`config.mk`:
```
export PLATFORM = sky130hd
export DESIGN_NAME = utf8_decoder_top
export DESIGN_NICKNAME = d
export VERILOG_FILES = /design/src/utf8d_pkg.sv /design/src/utf8d_front.sv /design/src/utf8d_queue.sv /design/src/utf8d_back.sv /design/src/utf8_decoder_top.sv
export SDC_FILE = /design/constraint.sdc
export NUM_CORES = 1
export LEC_CHECK = 0
export BUFFER_PORTS_ARGS = -buffer_cell sky130_fd_sc_hd__buf_2
export CAP_MARGIN = 20
export CORE_ASPECT_RATIO = 0.7
export CORE_MARGIN = 2
export CORE_UTILIZATION = 31
export CTS_BUF_LIST = sky130_fd_sc_hd__clkbuf_4 sky130_fd_sc_hd__clkbuf_8
export DETAILED_ROUTE_END_ITERATION = 10
export GPL_TIMING_DRIVEN = 0
export PLACE_DENSITY = 0.57
export SLEW_MARGIN = 15
export SYNTH_ARGS = -nofsm -noshare
export SYNTH_HDL_FRONTEND = slang
export SYNTH_SLANG_ARGS = --single-unit
export TNS_END_PERCENT = 20
```
`constraint.sdc`:
```
create_clock -name clk -period 3.4 [get_ports clk]
set_input_delay 0.68 -clock clk [delete_from_list [all_inputs] [get_ports clk]]
set_output_delay 0.68 -clock clk [all_outputs]
set_load 0.02 [all_outputs]
```
`src/utf8d_pkg.sv`:
```
// Package for the UTF-8 decoder: item and result types, the record passed from
// the front end to the back end, and byte classification functions.
// No dependencies.
`timescale 1ns / 1ps

package utf8d_pkg;

	localparam int unsigned QUEUE_DEPTH = 4;

	localparam logic [20:0] REPLACEMENT = 21'h00FFFD;

	// Sequence lengths implied by a lead byte.
	localparam logic [2:0] LEN_BAD  = 3'd0;
	localparam logic [2:0] LEN_ONE  = 3'd1;
	localparam logic [2:0] LEN_TWO  = 3'd2;
	localparam logic [2:0] LEN_THREE = 3'd3;
	localparam logic [2:0] LEN_FOUR = 3'd4;

	typedef struct packed {
		logic [7:0] in_byte;
		logic       end_of_string;
	} in_item_t;

	typedef struct packed {
		logic [20:0] code_point;
		logic [2:0]  byte_count;
		logic        invalid;
		logic        run_last;
	} out_item_t;

	// One request from the front end: rep_n replacement results come first,
	// then the final result, which carries run_last.
	typedef struct packed {
		logic [1:0]  rep_n;
		logic [20:0] code_point;
		logic [2:0]  byte_count;
		logic        invalid;
	} action_t;

	function automatic logic [2:0] lead_len(input logic [7:0] b);
		logic [2:0] len;
		len = LEN_BAD;
		if (b < 8'h80) len = LEN_ONE;
		else if (b >= 8'hC2 && b <= 8'hDF) len = LEN_TWO;
		else if (b >= 8'hE0 && b <= 8'hEF) len = LEN_THREE;
		else if (b >= 8'hF0 && b <= 8'hF4) len = LEN_FOUR;
		return len;
	endfunction

	function automatic logic cont_byte(input logic [7:0] b);
		return (b & 8'hC0) == 8'h80;
	endfunction

	// Range check on the second byte against overlong forms, surrogates
	// and values above the Unicode range.
	function automatic logic second_ok(input logic [7:0] lead, input logic [7:0] b);
		logic ok;
		ok = cont_byte(b);
		if (lead == 8'hE0 && b < 8'hA0) ok = 1'b0;
		if (lead == 8'hED && b >= 8'hA0) ok = 1'b0;
		if (lead == 8'hF0 && b < 8'h90) ok = 1'b0;
		if (lead == 8'hF4 && b >= 8'h90) ok = 1'b0;
		return ok;
	endfunction

endpackage

```
`src/utf8d_front.sv`:
```
// Front end of the UTF-8 decoder: holds an unfinished sequence, classifies
// each byte and issues one request per byte that yields results.
// Depends on utf8d_pkg.
`timescale 1ns / 1ps

module utf8d_front (
	input  logic               clk,
	input  logic               arst_n,
	input  logic               fire,
	input  utf8d_pkg::in_item_t item,
	output logic               act_valid,
	output utf8d_pkg::action_t act
);
	import utf8d_pkg::*;

	logic [7:0] held_q [3];
	logic [1:0] held_count_q;
	logic [2:0] expected_length_q;

	logic [7:0]  b;
	logic        eos;
	logic [2:0]  lb;
	logic        ok;
	logic        done;
	logic [20:0] cp;
	logic [1:0]  count_d;
	logic [2:0]  exp_d;
	logic        wr_en;
	logic [1:0]  wr_idx;

	assign b   = item.in_byte;
	assign eos = item.end_of_string;
	assign lb  = lead_len(b);
	assign ok  = (held_count_q == 2'd1) ? second_ok(held_q[0], b) : cont_byte(b);
	assign done = ({1'b0, held_count_q} + 3'd1) == expected_length_q;

	// Assemble the scalar value from the held bytes and the incoming byte.
	always_comb begin
		unique case (expected_length_q)
			LEN_TWO:   cp = {10'd0, held_q[0][4:0], b[5:0]};
			LEN_THREE: cp = {5'd0, held_q[0][3:0], held_q[1][5:0], b[5:0]};
			LEN_FOUR:  cp = {held_q[0][2:0], held_q[1][5:0], held_q[2][5:0], b[5:0]};
			default:   cp = '0;
		endcase
	end

	// Classification and next state of the held sequence.
	always_comb begin
		act_valid      = 1'b0;
		act.rep_n      = 2'd0;
		act.code_point = REPLACEMENT;
		act.byte_count = 3'd1;
		act.invalid    = 1'b1;
		count_d        = 2'd0;
		exp_d          = 3'd0;
		wr_en          = 1'b0;
		wr_idx         = 2'd0;
		if (held_count_q == 2'd0 || !ok) begin
			// The byte starts a new sequence; a broken held one yields a
			// replacement for each held byte first.
			act.rep_n = held_count_q;
			if (lb == LEN_ONE) begin
				act_valid      = 1'b1;
				act.code_point = {13'd0, b};
				act.invalid    = 1'b0;
			end else if (lb == LEN_BAD || eos) begin
				act_valid = 1'b1;
			end else begin
				// Valid lead held; any replacements owed still go out.
				act_valid = held_count_q != 2'd0;
				act.rep_n = held_count_q - 2'd1;
				count_d   = 2'd1;
				exp_d     = lb;
				wr_en     = 1'b1;
				wr_idx    = 2'd0;
			end
		end else if (done) begin
			act_valid      = 1'b1;
			act.code_point = cp;
			act.byte_count = expected_length_q;
			act.invalid    = 1'b0;
		end else if (eos) begin
			// Truncated by the end of the string: every byte is a replacement.
			act_valid = 1'b1;
			act.rep_n = held_count_q;
		end else begin
			count_d = held_count_q + 2'd1;
			exp_d   = expected_length_q;
			wr_en   = 1'b1;
			wr_idx  = held_count_q;
		end
	end

	// Held sequence control state.
	always_ff @(posedge clk or negedge arst_n) begin
		if (!arst_n) begin
			held_count_q      <= 2'd0;
			expected_length_q <= 3'd0;
		end else if (fire) begin
			held_count_q      <= count_d;
			expected_length_q <= exp_d;
		end
	end

	// Held bytes need no reset.
	always_ff @(posedge clk) begin
		if (fire && wr_en) begin
			if (wr_idx == 2'd0) held_q[0] <= b;
			if (wr_idx == 2'd1) held_q[1] <= b;
			if (wr_idx == 2'd2) held_q[2] <= b;
		end
	end

endmodule

```
`src/utf8d_queue.sv`:
```
// Short request queue between the decoder front end and back end.
// Depends on utf8d_pkg.
`timescale 1ns / 1ps

module utf8d_queue #(
	parameter int unsigned DEPTH = utf8d_pkg::QUEUE_DEPTH
) (
	input  logic               clk,
	input  logic               arst_n,
	input  logic               wr,
	input  utf8d_pkg::action_t wr_data,
	input  logic               rd,
	output utf8d_pkg::action_t rd_data,
	output logic               full,
	output logic               empty
);
	import utf8d_pkg::*;

	localparam int unsigned PW = (DEPTH > 1) ? $clog2(DEPTH) : 1;
	localparam int unsigned CW = $clog2(DEPTH + 1);
	localparam logic [PW-1:0] LAST = PW'(DEPTH - 1);

	action_t        mem_q [DEPTH];
	logic [PW-1:0]  wr_ptr_q;
	logic [PW-1:0]  rd_ptr_q;
	logic [CW-1:0]  count_q;
	logic           do_wr;
	logic           do_rd;

	assign full    = count_q == CW'(DEPTH);
	assign empty   = count_q == '0;
	assign do_wr   = wr && !full;
	assign do_rd   = rd && !empty;
	assign rd_data = mem_q[rd_ptr_q];

	// Pointers and fill count.
	always_ff @(posedge clk or negedge arst_n) begin
		if (!arst_n) begin
			wr_ptr_q <= '0;
			rd_ptr_q <= '0;
			count_q  <= '0;
		end else begin
			if (do_wr) wr_ptr_q <= (wr_ptr_q == LAST) ? '0 : wr_ptr_q + PW'(1);
			if (do_rd) rd_ptr_q <= (rd_ptr_q == LAST) ? '0 : rd_ptr_q + PW'(1);
			if (do_wr && !do_rd) count_q <= count_q + CW'(1);
			else if (do_rd && !do_wr) count_q <= count_q - CW'(1);
		end
	end

	// Storage.
	always_ff @(posedge clk) begin
		if (do_wr) mem_q[wr_ptr_q] <= wr_data;
	end

endmodule

```
`src/utf8d_back.sv`:
```
// Back end of the UTF-8 decoder: expands each request into its results and
// holds the current result in an output register.
// Depends on utf8d_pkg.
`timescale 1ns / 1ps

module utf8d_back (
	input  logic                 clk,
	input  logic                 arst_n,
	input  logic                 q_empty,
	input  utf8d_pkg::action_t   q_data,
	output logic                 q_rd,
	output logic                 empty,
	input  logic                 pop,
	output utf8d_pkg::out_item_t result
);
	import utf8d_pkg::*;

	action_t cur_q;
	logic    cur_valid_q;
	logic    take;
	logic    load;

	assign take  = pop && cur_valid_q;
	assign load  = !cur_valid_q || (take && cur_q.rep_n == 2'd0);
	assign q_rd  = load && !q_empty;
	assign empty = !cur_valid_q;

	// Replacements go out first; the final result closes the request.
	always_comb begin
		if (cur_q.rep_n != 2'd0) begin
			result.code_point = REPLACEMENT;
			result.byte_count = 3'd1;
			result.invalid    = 1'b1;
			result.run_last   = 1'b0;
		end else begin
			result.code_point = cur_q.code_point;
			result.byte_count = cur_q.byte_count;
			result.invalid    = cur_q.invalid;
			result.run_last   = 1'b1;
		end
	end

	// Output request register.
	always_ff @(posedge clk or negedge arst_n) begin
		if (!arst_n) begin
			cur_valid_q <= 1'b0;
			cur_q       <= '0;
		end else if (load) begin
			cur_valid_q <= !q_empty;
			cur_q       <= q_data;
		end else if (take) begin
			cur_q.rep_n <= cur_q.rep_n - 2'd1;
		end
	end

endmodule

```
`src/utf8_decoder_top.sv`:
```
// Top level of the streaming UTF-8 decoder.
// Depends on utf8d_pkg, utf8d_front, utf8d_queue and utf8d_back.
//
// Usage: bytes of a string enter through a queue-style port (push/full),
// one per accepted cycle, with end_of_string set on the final byte. Decoded
// code points leave through a queue-style port (empty/pop); the oldest
// result is shown while empty is low.
// A byte that completes a code point reaches the output through the request
// queue, then the output register.
// Throughput: one byte per cycle while each byte yields at most one
// result and the receiver pops it. A malformed sequence yields one
// replacement for each held byte, lead included, so one byte can yield
// up to four results, expanded one per cycle while the receiver pops.
// Reset clears the held sequence, the request queue and the output
// register. When the receiver stalls, results wait in the output register
// and the queue; full rises once the queue holds QUEUE_DEPTH requests.
`timescale 1ns / 1ps

module utf8_decoder_top #(
	parameter int unsigned QUEUE_DEPTH = utf8d_pkg::QUEUE_DEPTH
) (
	input  logic                 clk,
	input  logic                 arst_n,
	input  logic                 push,
	output logic                 full,
	input  utf8d_pkg::in_item_t  item,
	output logic                 empty,
	input  logic                 pop,
	output utf8d_pkg::out_item_t result
);
	import utf8d_pkg::*;

	logic    fire;
	logic    act_valid;
	action_t act;
	logic    q_rd;
	logic    q_empty;
	action_t q_data;

	assign fire = push && !full;

	// Byte classification and held sequence.
	utf8d_front u_front (
		.clk       (clk),
		.arst_n    (arst_n),
		.fire      (fire),
		.item      (item),
		.act_valid (act_valid),
		.act       (act)
	);

	// Request queue between the two sides.
	utf8d_queue #(
		.DEPTH (QUEUE_DEPTH)
	) u_queue (
		.clk     (clk),
		.arst_n  (arst_n),
		.wr      (fire && act_valid),
		.wr_data (act),
		.rd      (q_rd),
		.rd_data (q_data),
		.full    (full),
		.empty   (q_empty)
	);

	// Result expansion and output register.
	utf8d_back u_back (
		.clk     (clk),
		.arst_n  (arst_n),
		.q_empty (q_empty),
		.q_data  (q_data),
		.q_rd    (q_rd),
		.empty   (empty),
		.pop     (pop),
		.result  (result)
	);

endmodule

```
; Word level (Yosys, flattened, before mapping)
; Memory sizes are Yosys's and may differ from the RTL's.
; Cells that the tools add are included.
[totals]
regBits = 40
latch_bits = 0
ram_bits = 132
mem_bits_ro = 0
input_bits = 13
out_inout_bits = 28
elab_cells = 153
memories = 2
[memory_table]
columns = memory, words, word_bits, rd, rd_clocked_by_memory_dff, write_ports, line_no
row1 = u_queue.mem_q, 4, 27, 1, 0, 1, utf8d_queue.sv:23  ; action_t mem_q [DEPTH];
row2 = u_front.held_q, 3, 8, 3, 0, 1, utf8d_front.sv:16  ; logic [7:0] held_q [3];
[op_classes]
add_sub_neg = 8
n_mul = 0
div_mod_pow = 0
n_lt_le_gt_ge = 11
n_eq_ne = 16
shifts = 0
n_mux = 67
n_bitwise = 0
reduce_logical = 39
[op_table]
columns = operator, n
row1 = $pmux 21 s3, 1
row2 = $ge 8x8->1 const B, 5
row3 = $mux 3, 12
row4 = $mux 2, 17
row5 = $eq 8x8->1 const B, 4
row6 = $mux 1, 31
row7 = $mux 26, 1
row8 = $mux 25, 1
row9 = $le 8x8->1 const B, 3
row10 = $lt 8x8->1 const B, 3
row11 = $mux 23, 1
row12 = $logic_and 1x1->1, 17
row13 = $mux 16, 1
row14 = $mux 8, 2
row15 = $reduce_or 8->1, 2
row16 = $eq 2x2->1 const B, 4
row17 = $reduce_bool 2->1, 4
row18 = $add 2x1->2 const B, 3
row19 = $eq 3x2->1 const B, 2
row20 = $eq 3x3->1 const B, 2
row21 = $logic_not 1->1, 6
row22 = $logic_not 2->1, 3
row23 = $logic_not 3->1, 2
row24 = $eq 2x1->1 const B, 2
row25 = other kinds (9), 12

; Logic depth before layout (Yosys ltp)
; Gate-level depths: netlist (run 1).
; An unclocked memory read counts as a cell.
[logic_depth]
ltp_word = 18
ltp_mapped = 14
depth_no_buf = 13

; Hierarchy
; From an unflattened synthesis (run 1), not the netlist that was laid out.
[hier_totals]
hier_cells = 431
area_unflattened_um2 = 7267.0
[by_module_without_submodules]
columns = module, n_inst, cells_per_inst, area_per_inst_um2, seq_area_each_um2
row1 = utf8d_queue, 1, 178, 4336.7, 3418.3
row2 = utf8d_front, 1, 150, 1557.7, 725.7
row3 = utf8d_back, 1, 101, 1357.6, 700.7
row4 = utf8_decoder_top, 1, 2, 15.0, 0.0

; Least setup slack after synthesis (run 1)
; Ideal clock, no wire load.
[synth_timing]
path_type = register to register
from = reg u_front.held_count_q[0]
to = reg u_queue.count_q[2]
setup_ns = 0.079
arrival_ns = 2.932
setup_slack_ns = 0.389
path_stages_with_launch = 15
path_buffers = 1
period_less_slack_ns = 3.011
path_cell_list = dfrtp_1 clkbuf_2 inv_1 ha_1 xor2_1 nor3_2 nor2_1 a31oi_4 and2_4 ha_1 inv_1 fa_1 xor2_1 nor2_1 xor2_1
[synth_between]
elab_chain_len = 10
[synth_rtl]
columns = item, line_no
row1 = start: declaration, utf8d_front.sv:17  ; logic [1:0] held_count_q;
row2 = start signal: assignment, utf8d_front.sv:100  ; held_count_q <= count_d;
row3 = "parallel branches: the longest is 4 deep, another holds $add 2x1->3", n/a
row4 = $mux 1 (*), utf8d_front.sv:58  ; if (held_count_q == 2'd0 || !ok) begin
row5 = $logic_and 1x1->1 (*), utf8_decoder_top.sv:58  ; .wr (fire && act_valid),
row6 = $logic_and 1x1->1 (*), utf8d_queue.sv:32  ; assign do_wr = wr && !full;
row7 = named net u_queue.do_wr, utf8d_queue.sv:27  ; logic do_wr;
row8 = $logic_not 1->1, utf8d_queue.sv:46  ; else if (do_rd && !do_wr) count_q <= count_q - CW'(1);
row9 = $logic_and 1x1->1, utf8d_queue.sv:46
row10 = $reduce_bool 2->1 (no source line), n/a
row11 = end signal: assignment, utf8d_queue.sv:45  ; if (do_wr && !do_rd) count_q <= count_q + CW'(1);
row12 = end signal: assignment, utf8d_queue.sv:46
row13 = end: declaration, utf8d_queue.sv:26  ; logic [CW-1:0] count_q;
; Mark *: on every way through the listed nets, which the timed path passes.
; A chain may end at the register's enable or synchronous reset.

; Worst setup path in the final report (run 1)
; Same ends and word-level chain as after synthesis.

==> results of run 1 <==
-- state kept, by name (all words and copies together), names as in the netlist --
signal	count
u_queue.rd_ptr_q	2
u_back.cur_q	27
u_queue.mem_q	108
u_back.cur_valid_q	1
u_front.expected_length_q	3
u_queue.count_q	3
u_front.held_q	20
u_front.held_count_q	2
u_queue.wr_ptr_q	2
-- worst max-delay path, delay by kind of cell, from the launching register on --
kind | cells | cell delay, ps
buffers and inverters | 3 | 390
AOI/OAI and AO/OA | 1 | 260
DFF | 1 | 420
adders and majority gates | 3 | 930
xor gates and xnor gates | 3 | 490
and+or+nand+nor | 4 | 620
-- cell families after synthesis --
family	Yosys count	synth area share, %
muxes	33	9.626
xor gates and xnor gates	6	0.7405
and+or+nand+nor	182	12.61
adders and majority gates	11	2.045
DFF	168	68.27
AOI/OAI and AO/OA	50	5.042
buffers and inverters	30	1.675
-- metal layers --
metal  global-route usage (%)  up-vias  share of wire (%)
met4                    3.688        0                1.1
met5                        0        -                  0
met1                    20.03     2042                 51
met2                    18.68      126                 41
met3                    4.074       17                7.2
li1                         -     1890                  -
-- stage by stage --
step	instance area [µm²]	worst slack, ps	setup TNS [ps]	power, mW
3_5_place_dp	7705	-101.5	-118.3	4.903
5_1_grt	8163	1.219	0	6.647
4_1_cts	8112	62.77	0	6.307
6_report	8163	204.0	0	6.273
2_1_floorplan	7097	388.8	0	4.262
3_3_place_gp	7687	-236.4	-24740	4.819
-- power by group through the flow --
stage                     registers (mW)  clock network [mW]  logic (mW)
after global placement              2.91                   0        1.91
after global routing                2.94                1.51        2.20
final                               2.89                1.41        1.98
after floorplan                     2.87                   0        1.39
after detailed placement            2.94                   0        1.96
after CTS                           2.89                1.43        1.99
-- Yosys cell counts, types with 4 or more instances --
library cell / n / share of area, %
and2_1: 15 / 1.3
buf_2: 4 / 0.28
nor4_1: 4 / 0.35
mux2_2: 4 / 0.63
nor2b_1: 4 / 0.35
ha_1: 10 / 1.8
nor2_1: 20 / 1.1
nand2_1: 93 / 4.9
nand2b_1: 19 / 1.7
xor2_1: 4 / 0.49
a21oi_1: 15 / 1.1
a22oi_1: 10 / 1.1
o21ai_1: 8 / 0.56
mux4_2: 27 / 8.6
clkbuf_1: 13 / 0.69
and3_1: 5 / 0.44
inv_1: 10 / 0.53
edfxtp_1: 128 / 54
dfrtp_1: 40 / 14
-- cells in the final DEF (no fill, tap or decap), types with 3 or more instances in the layout --
cell,netlist,final
mux4_2,27,27
o21ai_0,3,3
nor3_1,3,3
a21o_1,3,3
clkbuf_8,0,17
nor2b_1,4,4
inv_1,10,10
clkinv_4,0,4
a21oi_1,15,14
edfxtp_1,128,128
nor4_2,1,3
o21ai_1,8,8
and3_2,0,4
clkbuf_1,13,13
nor2_1,20,20
and2_1,15,15
inv_8,0,6
ha_1,10,9
nand2_1,93,93
buf_2,4,44
dfrtp_1,40,40
o22ai_1,3,3
mux2_2,4,4
buf_4,0,4
xor2_1,4,4
a22oi_1,10,10
nand2b_1,19,19
-- worst max-delay path by stage --
stage,depth (start not counted),slack [ps],to,startpoint
CTS,14,60,u_queue.count_q[2]$_DFFE_PN0P_,u_front.held_count_q[0]$_DFFE_PN0P_
finish,14,200,u_queue.count_q[2]$_DFFE_PN0P_,u_front.held_count_q[0]$_DFFE_PN0P_
detailed placement,14,-100,u_queue.count_q[2]$_DFFE_PN0P_,u_front.held_count_q[0]$_DFFE_PN0P_
global route,14,1,u_queue.count_q[2]$_DFFE_PN0P_,u_front.held_count_q[0]$_DFFE_PN0P_
global placement,8,-240,u_queue.mem_q[0][9]$_DFFE_PP_,u_front.held_count_q[0]$_DFFE_PN0P_
floorplan,14,390,u_queue.count_q[2]$_DFFE_PN0P_,u_front.held_count_q[0]$_DFFE_PN0P_
-- area by class of cell --
cell class | instances | share of cell area [%]
clock inverter | 14 | 1.855
tap | 312 | 4.782
buffer | 19 | 0.9810
sequential | 168 | 59.35
inverter | 11 | 0.5058
timing repair buffer | 45 | 3.066
multi-input combinational | 282 | 26.50
clock buffer | 18 | 2.958
-- repair_timing --
action / in CTS / in global routing
gates resized for setup: 1 / 4
setup endpoints to repair: 2 / 9
pin swaps: 1 / 2
buffers inserted: 1 / 3
==> impl_metrics.ini, run 1 <==
[critical_path]
r2r_start = u_front.held_count_q[0]$_DFFE_PN0P_
critPathSlowestCell = fa_1
timing.rr.end = u_queue.count_q[2]$_DFFE_PN0P_
worst_ep_arrival_time_ps = 3570
critPathMaxStageDelay_ps = 430
cp-start-kind = flip-flop
path_max_fanout = 7
worst_r2r_path_depth = 14
rrSetupSlack_ps = 200
crit_top_cell = xor2_1
worstSetupPathType = reg -> reg
crit_path_end_kind = flip-flop
cp.required_ps = 3770
worstPathCellList = clkbuf_4 > inv_1 > ha_2 > xor2_1 > nor3_4 > nor2_1 > a31oi_4 > and2_4 > ha_1 > inv_1 > fa_1 > xor2_1 > nor2_1 > xor2_1

[yosys]
ys.warnings.count = 0
netlist_area_mm2 = 0.007097
synth-edff-count = 128
ys_ff_latch = 168
synth_ff_type = edfxtp_1
syn_inst = 480
yosysSeqAreaShare_pct = 68.27
synth_nets = 504
yosys.cell_types.count = 53
syn_avg_cell_area_um2 = 14.79
async_reset_ff_share_pct = 23.81

[clock_tree]
cts_root_buf = clkbuf_8
clk_pin_slew_ps = 90
clockBufferDepth = 2
cts.sink_count = 168
cts_inserted_buffers = 17
cts_tree = built
worstSkewPairLatency_ps = 460
holdBufCountCts = 0
htreeDepth = 4

[detailed_routing]
drtIter0Drc = 303
vias = 4075
viasPerCell = 4.689
wl_per_cell_um = 17.54
routed_wl_um = 15240
drc_errors = 0
dr.pass1.iters = 5
ant_nets = 0

[power_and_ir_drop]
power_frac_comb_pct = 31.6
power.density_mw_per_mm2 = 768.5
clkPwrFrac_pct = 22.4
p_int_mw = 4.056
switching_share_pct = 35.35
p_leak_nw = 2.972
p_sw_mw = 2.217
pwr-share-seq_pct = 46.0
peakVddDrop_v = 0.0003053

[grt]
grt.total_usage_pct = 13.37
grt_pass1_wl_um = 23340
overflow = 0
grt_max_degree = 41
grt_pass1_vias = 4011
antenna_found_initial = 0

[cells_and_area]
syn_to_final_growth_pct = 15.02
post-route-util_pct = 36.18
multi_input_area_mm2 = 0.002163
drive_above_1_share_pct = 24.42
diodes = 0
regArea_mm2 = 0.004845
nNetsFinal = 568
fill_cells = 2216
stdcell_count = 869

[timing]
slew_violations = 0
rsz0062_at_grt = false
relSlewSlack_pct = 30.07
timing_hold_violations_final = 0
fin_crit_ps = 3196
max_freq_ghz = 0.3129
tightestPinTransition_ps = 1039
hold_ws_ps = 97.99
skew_ps = 15.69
setup_violations = 0
fin_crit_sh_pct = 94.00

[die]
io_pins = 41
die_y_um = 130.6
core_area_mm2 = 0.02256
initial_core_util_pct = 31.46
die_w_um = 184.8
dieArea_mm2 = 0.02414
rows = 46

[outcome]
status = finished clean

[place]
placedCellCount = 832
port-buffer-count = 40
gp_congestion = 0.8289
place_hpwl_um = 10570

[run]
max_cap_violations = 0

[min_path]
hold_class = in -> async
(Power assumes the default switching activity.)
==> run 2, diff against run 1 <==
Settings changed: BUFFER_PORTS_ARGS -buffer_cell sky130_fd_sc_hd__buf_2 to -buffer_cell sky130_fd_sc_hd__clkbuf_2, CTS_CLUSTER_SIZE set to 40.
==> run 2 against run 1 <==
Global-route usage shrank 0.20 points. Combinational power is essentially flat. Wire length is 0.91% lower. Cell area up 0.83%. First-iteration DRC count is 3.6% lower. Sequential power hardly changed.
==> impl_metrics.ini, run 2 (synthesized netlist as in run 1, its figures left out) <==
[grt]
grt_max_degree = 41
grt_pass1_vias = 3948
grt_pass1_wl_um = 23270
grt.total_usage_pct = 13.17
antenna_found_initial = 0
overflow = 0

[clock_tree]
clockBufferDepth = 2
cts_tree = built
worstSkewPairLatency_ps = 460
htreeDepth = 4
cts_root_buf = clkbuf_8
cts.sink_count = 168
clk_pin_slew_ps = 100
cts_inserted_buffers = 17

[cells_and_area]
layout_commonest_cell = edfxtp_1
final_cell_mix = edfxtp_1, nand2_1, dfrtp_1
syn_to_final_growth_pct = 15.97
reg.largest.list = u_queue.mem_q x108, u_back.cur_q x27, u_front.held_q x20
stdcell_count = 871
largest_reg_flops = 108
nNetsFinal = 570
drive_above_1_share_pct = 24.69
diodes = 0
post-route-util_pct = 36.48
regMostFlops = u_queue.mem_q

[power_and_ir_drop]
switching_share_pct = 33.22
power_frac_comb_pct = 30.8
p_sw_mw = 2.134
p_leak_nw = 3.023
peakVddDrop_v = 0.0002615
power.density_mw_per_mm2 = 780.7
p_int_mw = 4.291
pwr-share-seq_pct = 44.9
clkPwrFrac_pct = 24.3

[timing]
slew_violations = 0
relSlewSlack_pct = 27.33
fin_crit_sh_pct = 94.41
setup_violations = 0
tightestPinTransition_ps = 1080
timing_hold_violations_final = 0
fin_crit_ps = 3210
setup_ws_ps = 190.0
max_freq_ghz = 0.3115
skew_ps = 17.35

[detailed_routing]
vias = 4026
viasPerCell = 4.622
drc_errors = 0
ant_nets = 0
wl_per_cell_um = 17.34
routed_wl_um = 15100
dr.pass1.iters = 4
drtIter0Drc = 292

[die]
die_w_um = 184.8
rows = 46
core_area_mm2 = 0.02256
dieArea_mm2 = 0.02414
die_y_um = 130.6
initial_core_util_pct = 31.46
io_pins = 41

[place]
placedCellCount = 832
gp_congestion = 0.8541
place_hpwl_um = 10510
pre_cts_slack_ps = -111.9
port-buffer-count = 40

[critical_path]
worstSetupPathType = reg -> reg
cp.required_ps = 3790
worstPathCellList = clkbuf_4 > inv_1 > ha_2 > xor2_1 > nor3_4 > nor2_1 > a31oi_4 > and2_4 > ha_1 > inv_1 > fa_1 > xor2_1 > nor2_1 > xor2_1
cp-start-kind = flip-flop
worst_ep_arrival_time_ps = 3600
critPathMaxStageDelay_ps = 430
crit_top_cell = xor2_1
path_max_fanout = 7
critPathSlowestCell = fa_1
crit_path_end_kind = flip-flop

[outcome]
status = finished clean

[min_path]
hold_class = in -> async

[run]
max_cap_violations = 0
==> run 2: cell types whose count changed in the layout (fill, tap and decap cells not counted), sizes merged <==
cell      previous run  this run
buf                 50        13
bufinv               0         3
clkbuf              32        72
clkinv               6         4
clkinvlp             1         0
inv                 18        17
==> run 2: final timing paths <==
kind / from / to / slack [ps] / depth (start not counted)
min in group clk: u_back.cur_q[2]$_DFFE_PN0N_ / u_back.cur_q[2]$_DFFE_PN0N_ / 470 / 2
worst min register to register: u_back.cur_q[2]$_DFFE_PN0N_ / u_back.cur_q[2]$_DFFE_PN0N_ / 470 / 2
worst max register to register: u_front.held_count_q[0]$_DFFE_PN0P_ / u_queue.count_q[2]$_DFFE_PN0P_ / 190 / 14
worst max-delay path: u_front.held_count_q[0]$_DFFE_PN0P_ / u_queue.count_q[2]$_DFFE_PN0P_ / 190 / 14
max in group asynchronous: arst_n / u_back.cur_q[8]$_DFFE_PN0N_ / 2810 / 2
worst min-delay path: arst_n / u_front.held_count_q[1]$_DFFE_PN0P_ / 90 / 1
==> run 2: critical path: cells and delay by family, from the launching register on <==
kind	cells	cell delay [ps]
adder cells (fa/ha/maj)	3	950
flip-flops	1	420
AND/OR/NAND/NOR	4	650
AO/OA/AOI/OAI	1	220
XOR/XNOR	3	520
buffers and inverters	3	380
==> run 2: cell type report <==
type	instances	area (µm²)
Clock inverter	13	183.9
Inverter	11	41.29
Multi-Input combinational cell	282	2163
Fill cell	2173	14330
Buffer	19	80.08
Timing Repair Buffer	47	265.3
Clock buffer	19	261.5
Tap cell	312	390.4
Sequential cell	168	4845
==> run 2: power by group through the flow <==
stage / Combinational, mW / Clock, mW / Sequential (mW)
5_1_grt: 2.19 / 1.68 / 2.93
6_report: 1.98 / 1.56 / 2.88
3_5_place_dp: 1.96 / 0 / 2.94
2_1_floorplan: 1.39 / 0 / 2.87
3_3_place_gp: 1.91 / 0 / 2.91
4_1_cts: 1.98 / 1.59 / 2.89
==> run 2: repair_timing <==
item	in CTS	in global routing
hold buffers	0	0
pin swaps	1	1
resized for setup	1	4
endpoints found under the setup margin	2	10
setup buffers	1	5
==> run 2: layer usage <==
metal  wire length [µm]  vias up  GRT usage [%]
met5                  0        -              0
li1                   -     1896              -
met2               6124      120          17.78
met1               8062     1997          20.79
met3                782       13          2.882
met4                132        0          4.155
==> run 2: metrics by stage <==
stage | power [mW] | TNS [ps] | cell area [µm²] | hold slack (ps)
2_1_floorplan | 4.262 | 0 | 7097 | 384.4
3_3_place_gp | 4.823 | -26110 | 7687 | 447.0
3_5_place_dp | 4.900 | -117.0 | 7705 | 447.9
4_1_cts | 6.459 | 0 | 8164 | 454.2
5_1_grt | 6.801 | -4.350 | 8230 | 82.59
6_report | 6.425 | 0 | 8230 | 89.58
